### src/sv/bbtm_pkg.sv
// ----------------------------------------------------------------------------
// bbtm_pkg
// Shared types, constants and the SM83 opcode length table for the
// backward branch target marker.
// ----------------------------------------------------------------------------
package bbtm_pkg;

  // scanned window length, 16 to 256 bytes
  localparam int WINDOW_BYTES = 256;
  localparam int OFFSET_W     = 8;
  localparam int POS_W        = 9;

  typedef enum logic [1:0] {
    CMD_START = 2'd0,
    CMD_FEED  = 2'd1,
    CMD_QUERY = 2'd2
  } cmd_t;

  // relative jump opcodes
  localparam logic [7:0] OP_JR    = 8'h18;
  localparam logic [7:0] OP_JR_NZ = 8'h20;
  localparam logic [7:0] OP_JR_Z  = 8'h28;
  localparam logic [7:0] OP_JR_NC = 8'h30;
  localparam logic [7:0] OP_JR_C  = 8'h38;

  typedef struct packed {
    logic                mark_valid;
    logic [OFFSET_W-1:0] mark_offset;
    logic                done_nxt;
  } walk_res_t;

  // instruction length in bytes, cb prefix counts as two
  function automatic logic [1:0] op_len(input logic [7:0] op);
    logic [1:0] len;
    case (op) inside
      8'h01, 8'h08, 8'h11, 8'h21, 8'h31, 8'hC2, 8'hC3, 8'hC4, 8'hCA,
      8'hCC, 8'hCD, 8'hD2, 8'hD4, 8'hDA, 8'hDC, 8'hEA, 8'hFA:
        len = 2'd3;
      8'h06, 8'h0E, 8'h10, 8'h16, 8'h18, 8'h1E, 8'h20, 8'h26, 8'h28,
      8'h2E, 8'h30, 8'h36, 8'h38, 8'h3E, 8'hC6, 8'hCB, 8'hCE, 8'hD6,
      8'hDE, 8'hE0, 8'hE6, 8'hE8, 8'hEE, 8'hF0, 8'hF6, 8'hF8, 8'hFE:
        len = 2'd2;
      default:
        len = 2'd1;
    endcase
    return len;
  endfunction

  function automatic logic is_rel_jump(input logic [7:0] op);
    return (op == OP_JR) || (op == OP_JR_NZ) || (op == OP_JR_Z) ||
           (op == OP_JR_NC) || (op == OP_JR_C);
  endfunction

endpackage

### src/sv/bbtm_walk.sv
// ----------------------------------------------------------------------------
// bbtm_walk
// Instruction walk over the fed code bytes: tracks instruction starts,
// pending jump displacements and the end of the scan, and resolves
// backward branch targets.
// ----------------------------------------------------------------------------
module bbtm_walk
  import bbtm_pkg::*;
(
  input  logic       clk,
  input  logic       rst_n,
  input  logic       feed_en,
  input  logic       clear,
  input  logic [7:0] byte_value,
  output walk_res_t  res
);

  logic [POS_W-1:0]    pos_r, pos_nxt;
  logic [POS_W-1:0]    nis_r, nis_nxt;
  logic                await_r, await_nxt;
  logic [OFFSET_W-1:0] jmp_r, jmp_nxt;
  logic                done_r, done_nxt;

  logic signed [10:0]  tgt;
  logic                tgt_ok;
  logic                mark_valid;
  logic [OFFSET_W-1:0] mark_offset;

  // target = jump offset + 2 + signed displacement
  assign tgt    = $signed({3'b000, jmp_r}) + $signed(11'd2)
                + $signed({{3{byte_value[7]}}, byte_value});
  assign tgt_ok = !tgt[10] && (tgt[9:0] < {2'b00, jmp_r});

  always_comb begin
    pos_nxt     = pos_r;
    nis_nxt     = nis_r;
    await_nxt   = await_r;
    jmp_nxt     = jmp_r;
    done_nxt    = done_r;
    mark_valid  = 1'b0;
    mark_offset = '0;
    if (clear) begin
      pos_nxt   = '0;
      nis_nxt   = '0;
      await_nxt = 1'b0;
      jmp_nxt   = '0;
      done_nxt  = 1'b0;
    end else if (feed_en && !done_r) begin
      if (await_r) begin
        if (tgt_ok) begin
          mark_valid  = 1'b1;
          mark_offset = tgt[OFFSET_W-1:0];
        end
        await_nxt = 1'b0;
      end else if (pos_r == nis_r) begin
        nis_nxt = pos_r + POS_W'(op_len(byte_value));
        if (is_rel_jump(byte_value)) begin
          await_nxt = 1'b1;
          jmp_nxt   = pos_r[OFFSET_W-1:0];
        end
      end
      pos_nxt = pos_r + POS_W'(1);
      if (!await_nxt && (nis_nxt >= POS_W'(WINDOW_BYTES))) begin
        done_nxt = 1'b1;
      end
    end
  end

  always_ff @(posedge clk) begin
    if (!rst_n) begin
      pos_r   <= '0;
      nis_r   <= '0;
      await_r <= 1'b0;
      jmp_r   <= '0;
      done_r  <= 1'b0;
    end else begin
      pos_r   <= pos_nxt;
      nis_r   <= nis_nxt;
      await_r <= await_nxt;
      jmp_r   <= jmp_nxt;
      done_r  <= done_nxt;
    end
  end

  assign res.mark_valid  = mark_valid;
  assign res.mark_offset = mark_offset;
  assign res.done_nxt    = done_nxt;

endmodule

### src/sv/backward_branch_target_marker.sv
// ----------------------------------------------------------------------------
// backward_branch_target_marker
// SM83 length predecoder that marks backward relative branch targets.
// ----------------------------------------------------------------------------
// One command is taken per clock while in_ready is high; its result is
// registered, and with out_ready held high the block sustains one item
// every cycle. Each item is handled by a single pass through the opcode
// length lookup and the 11-bit target add and compare. While a result
// waits in the output register the input is held off, and the next item
// is taken in the same cycle that the waiting result leaves. The 256
// target marks live in flip-flops, so a start command clears them in the
// same cycle and a query reads the marks written by every earlier transfer.
module backward_branch_target_marker
  import bbtm_pkg::*;
(
  input  logic                clk,
  input  logic                rst_n,
  input  logic                in_valid,
  output logic                in_ready,
  input  logic [1:0]          in_cmd,
  input  logic [7:0]          in_byte_value,
  input  logic [OFFSET_W-1:0] in_query_offset,
  output logic                out_valid,
  input  logic                out_ready,
  output logic                out_query_marked,
  output logic                out_mark_valid,
  output logic [OFFSET_W-1:0] out_mark_offset,
  output logic                out_scan_done
);

  logic                     accept;
  logic                     feed_en;
  logic                     clear;
  walk_res_t                walk_res;
  logic [2**OFFSET_W-1:0]   mark_bits_r;

  logic                     out_valid_r;
  logic                     query_marked_r;
  logic                     mark_valid_r;
  logic [OFFSET_W-1:0]      mark_offset_r;
  logic                     scan_done_r;

  assign in_ready = !out_valid_r || out_ready;
  assign accept   = in_valid && in_ready;
  assign feed_en  = accept && (in_cmd == CMD_FEED);
  assign clear    = accept && (in_cmd == CMD_START);

  bbtm_walk u_walk (
    .clk        (clk),
    .rst_n      (rst_n),
    .feed_en    (feed_en),
    .clear      (clear),
    .byte_value (in_byte_value),
    .res        (walk_res)
  );

  always_ff @(posedge clk) begin
    if (!rst_n || clear) begin
      mark_bits_r <= '0;
    end else if (walk_res.mark_valid) begin
      mark_bits_r[walk_res.mark_offset] <= 1'b1;
    end
  end

  always_ff @(posedge clk) begin
    if (!rst_n) begin
      out_valid_r <= 1'b0;
    end else if (accept) begin
      out_valid_r <= 1'b1;
    end else if (out_ready) begin
      out_valid_r <= 1'b0;
    end
  end

  always_ff @(posedge clk) begin
    if (accept) begin
      query_marked_r <= (in_cmd == CMD_QUERY) && mark_bits_r[in_query_offset];
      mark_valid_r   <= walk_res.mark_valid;
      mark_offset_r  <= walk_res.mark_offset;
      scan_done_r    <= walk_res.done_nxt;
    end
  end

  assign out_valid        = out_valid_r;
  assign out_query_marked = query_marked_r;
  assign out_mark_valid   = mark_valid_r;
  assign out_mark_offset  = mark_offset_r;
  assign out_scan_done    = scan_done_r;

endmodule

### config.mk
export PLATFORM = sky130hd
export DESIGN_NAME = backward_branch_target_marker
export DESIGN_NICKNAME = d
export VERILOG_FILES = /design/src/sv/bbtm_pkg.sv /design/src/sv/bbtm_walk.sv /design/src/sv/backward_branch_target_marker.sv
export SDC_FILE = /design/constraint.sdc
export NUM_CORES = 1
export LEC_CHECK = 0
export ABC_AREA = 1
export BUFFER_PORTS_ARGS = -buffer_cell sky130_fd_sc_hd__buf_2
export CORE_MARGIN = 8
export CORE_UTILIZATION = 35
export CTS_CLUSTER_DIAMETER = 30
export DETAILED_ROUTE_END_ITERATION = 8
export HOLD_SLACK_MARGIN = 0.06
export SYNTH_ARGS = -nofsm -noshare
export SYNTH_HDL_FRONTEND = slang
export SYNTH_SLANG_ARGS = --single-unit
### constraint.sdc
create_clock -name clk -period 9.1 [get_ports clk]
set_clock_uncertainty 0.05 [all_clocks]
set_input_delay 0.455 -clock clk [delete_from_list [all_inputs] [get_ports clk]]
set_output_delay 0.455 -clock clk [all_outputs]
set_load 0.01 [all_outputs]
==> results.py <==
metrics = {
    "synthesis": {
        "avgSynthCellArea_um2": 7.32,
        "yosysWarnings": 0,
        "synth_nets": 1940,
        "synthTopCellsByArea": "dfxtp_1, a21oi_1, nand2_1",
        "synth.distinct_cells": 45,
        "yosysSeqAreaShare_pct": 43.5,
        "synth_area_um2": 13900,
        "postSynthCellCount": 1895,
        "synth_seq_cells": 296,
        "synth_top_area_cell": "dfxtp_1",
        "synth_top_area_share_pct": 41.2,
    },
    "grt": {
        "antenna_found_initial": 0,
        "grt_pass1_vias": 12100,
        "grt_max_degree": 241,
        "grt_pass1_wl_mm": 64.2,
        "grt_use_total_pct": 16.9,
        "overflow": 0,
    },
    "cts": {
        "clk-insertion-delay-late_ps": 550,
        "holdBufCountCts": 0,
        "cts.path.max_buffers": 3,
        "cts_sinks": 296,
        "postCtsSetupRepairBufs": 0,
        "clock-root-buffer": "clkbuf_16",
        "clk_pin_slew_ps": 40,
        "cts_resized": 0,
        "cts_tree": "done",
        "cts_htree_levels": 3,
        "numCtsBuffers": 75,
    },
    "timing": {
        "slew_headroom_pct": 20.4,
        "final_max_slew_viol_count": 0,
        "hold_slack_ps": 151,
        "fin_crit_sh_pct": 56.5,
        "fin_setup_tns_ps": 0,
        "tightest_slew_ps": 1190,
        "rsz0062_at_grt": "false",
        "hold_viol": 0,
        "finalSetupViolCount": 0,
        "fmax_mhz": 195,
        "min_period_ps": 5140,
    },
    "floorplan": {
        "fp.coreArea_um2": 39500,
        "io_pins": 35,
        "fp.dieW_um": 215,
        "die_h_um": 215,
        "die_area_um2": 46200,
        "core.rowCount": 73,
        "initial_core_util_pct": 35.1,
    },
    "drt": {
        "first_pass_iters": 6,
        "drt-initial-drc-count": 1060,
        "wirelength_met1_mm": 17.5,
        "wl_per_cell_um": 16.3,
        "highest_layer": "met4",
        "postRouteAntennaNets": 0,
        "wl_met2_mm": 19.2,
        "drc": 0,
        "routed_via_density": 5.12,
        "routed_wirelength_mm": 40.4,
        "met3_length_mm": 2.47,
        "via_count": 12700,
    },
    "layout": {
        "syn_to_final_growth_pct": 21.1,
        "multi_input_area_um2": 6490,
        "layout-drive-gt1-share_pct": 12.0,
        "n_fill_cell": 3979,
        "layout.nets": 1934,
        "diodes": 0,
        "design_area_um2": 16800,
        "regArea_um2": 6040,
    },
    "placement": {
        "place.gp.congestion": 0.847,
        "dpl.hpwl_mm": 23.2,
        "io_buffers": 34,
        "placed_area_um2": 14200,
    },
    "worst_setup_path": {
        "slowest_delay_ps": 630,
        "crit_slowest_cell": "nor2_2",
        "critPathKind": "flip-flop to flip-flop",
        "crit_path_max_fanout": 21,
        "critPathLaunchType": "flip-flop",
        "crit_required_ps": 9530,
        "cp-end-kind": "flip-flop",
        "crit_path_frequent_cell": "nand2_1",
        "r2r_slack_ps": 3960,
        "crit_arrival_ps": 5570,
    },
    "flow_run": {
        "maxCapViolations": 0,
    },
    "power_and_ir_drop": {
        "p_per_area_nw_per_um2": 251,
        "peakVddDrop_mv": 0.138,
        "p_leak_nw": 6.28,
        "total_power_mw": 4.21,
    },
    "worst_hold_path": {
        "hp-class": "input port to flip-flop",
    },
    "outcome": {
        "outcome": "finished clean",
    },
}
==> routing by layer <==
metal | GRT usage (%) | vias up
met5 | 0 | -
met4 | 7.01 | 0
met3 | 3.36 | 99
met2 | 28.3 | 408
met1 | 21.1 | 5910
li1 | - | 6238
==> cells in the mapped netlist (all sizes together) <==
master / number
edfxtp: 11
nor3: 5
a31oi: 1
o311ai: 1
o2111ai: 1
and3: 1
dfxtp: 285
nand4: 8
fa: 3
clkinv: 1
a221oi: 2
xnor2: 2
a211oi: 2
buf: 41
xor2: 13
nand3: 142
o21ai: 167
clkbuf: 81
and2: 1
a21oi: 406
a21boi: 2
nor4: 2
nor2: 236
nand2: 252
and3b: 1
or2: 1
o21bai: 1
o41ai: 1
inv: 205
ha: 20
==> cells in the final DEF, fill, tap and decap left out, drive strengths merged, types with 3 or more instances in the layout <==
cell and count:
nor2 236, bufinv 9, nand3 142, edfxtp 11, nand4 8, fa 3, inv 209, clkinv 17
clkinvlp 5, ha 20, xor2 13, o21ai 167, a21oi 406, buf 39, nor3 5, nand2 252
dfxtp 285, clkbuf 101
==> logic make-up after synthesis <==
family,Yosys count,share of synthesized area (%)
compound gates,584,21.5
xor+xnor,15,1.06
fa+ha+maj,23,2.24
buf+inv,328,9.79
flops,296,43.5
simple gates,649,21.8
==> path summary, 6_finish.rpt <==
path	start	end	depth (start not counted)
worst max-delay path	u_walk.jmp_r[1]$_SDFFE_PP0P_	mark_bits_r[79]$_SDFFE_PP0P_	25
worst min-delay path	rst_n	out_valid$_SDFFE_PN0P_	2
worst max register to register	u_walk.jmp_r[1]$_SDFFE_PP0P_	mark_bits_r[79]$_SDFFE_PP0P_	25
worst min register to register	mark_bits_r[12]$_SDFFE_PP0P_	mark_bits_r[12]$_SDFFE_PP0P_	2
==> sequential cells by signal, indices dropped and copies added, names as in the netlist, named ones only <==
signal and cells:
out_valid 1, u_walk.done_r 1, out_mark_offset 8, u_walk.pos_r 9, out_mark_valid 1, u_walk.jmp_r 8, mark_bits_r 256, out_query_marked 1
u_walk.nis_r 4, u_walk.await_r 1, out_scan_done 1
==> per-stage QoR <==
step / instances / setup slack, ps / util (%)
6_report: 2472 / 3960 / 42.6
5_1_grt: 2472 / 3460 / 42.6
4_1_cts: 2472 / 3940 / 42.6
3_5_place_dp: 2337 / 3990 / 35.9
3_3_place_gp: 2337 / 4170 / 35.9
2_1_floorplan: 1895 / 5050 / -
==> where the power goes <==
group | internal, mW | total (mW) | switching [mW]
registers | 1.31 | 1.32 | 0.00275
logic | 0.0489 | 0.192 | 0.143
clock network | 1.90 | 2.70 | 0.803
==> area by class of cell <==
type | count | share of cell area, %
multi-input combinational | 1271 | 38.6
sequential | 296 | 35.9
clock buffer | 101 | 12.8
inverter | 206 | 4.61
tap | 525 | 3.91
clock inverter | 34 | 2.76
timing repair buffer | 39 | 1.35
==> worst max-delay path: cells and delay by family, from the launching register on <==
kind                       cells  cell delay, ps
and+or+nand+nor               15            2680
adders and majority gates      2             720
xor gates and xnor gates       2             500
DFF                            1             420
buffers and inverters          4             400
AOI/OAI and AO/OA              2             290
No activity file was read; power rests on OpenSTA's default activity.
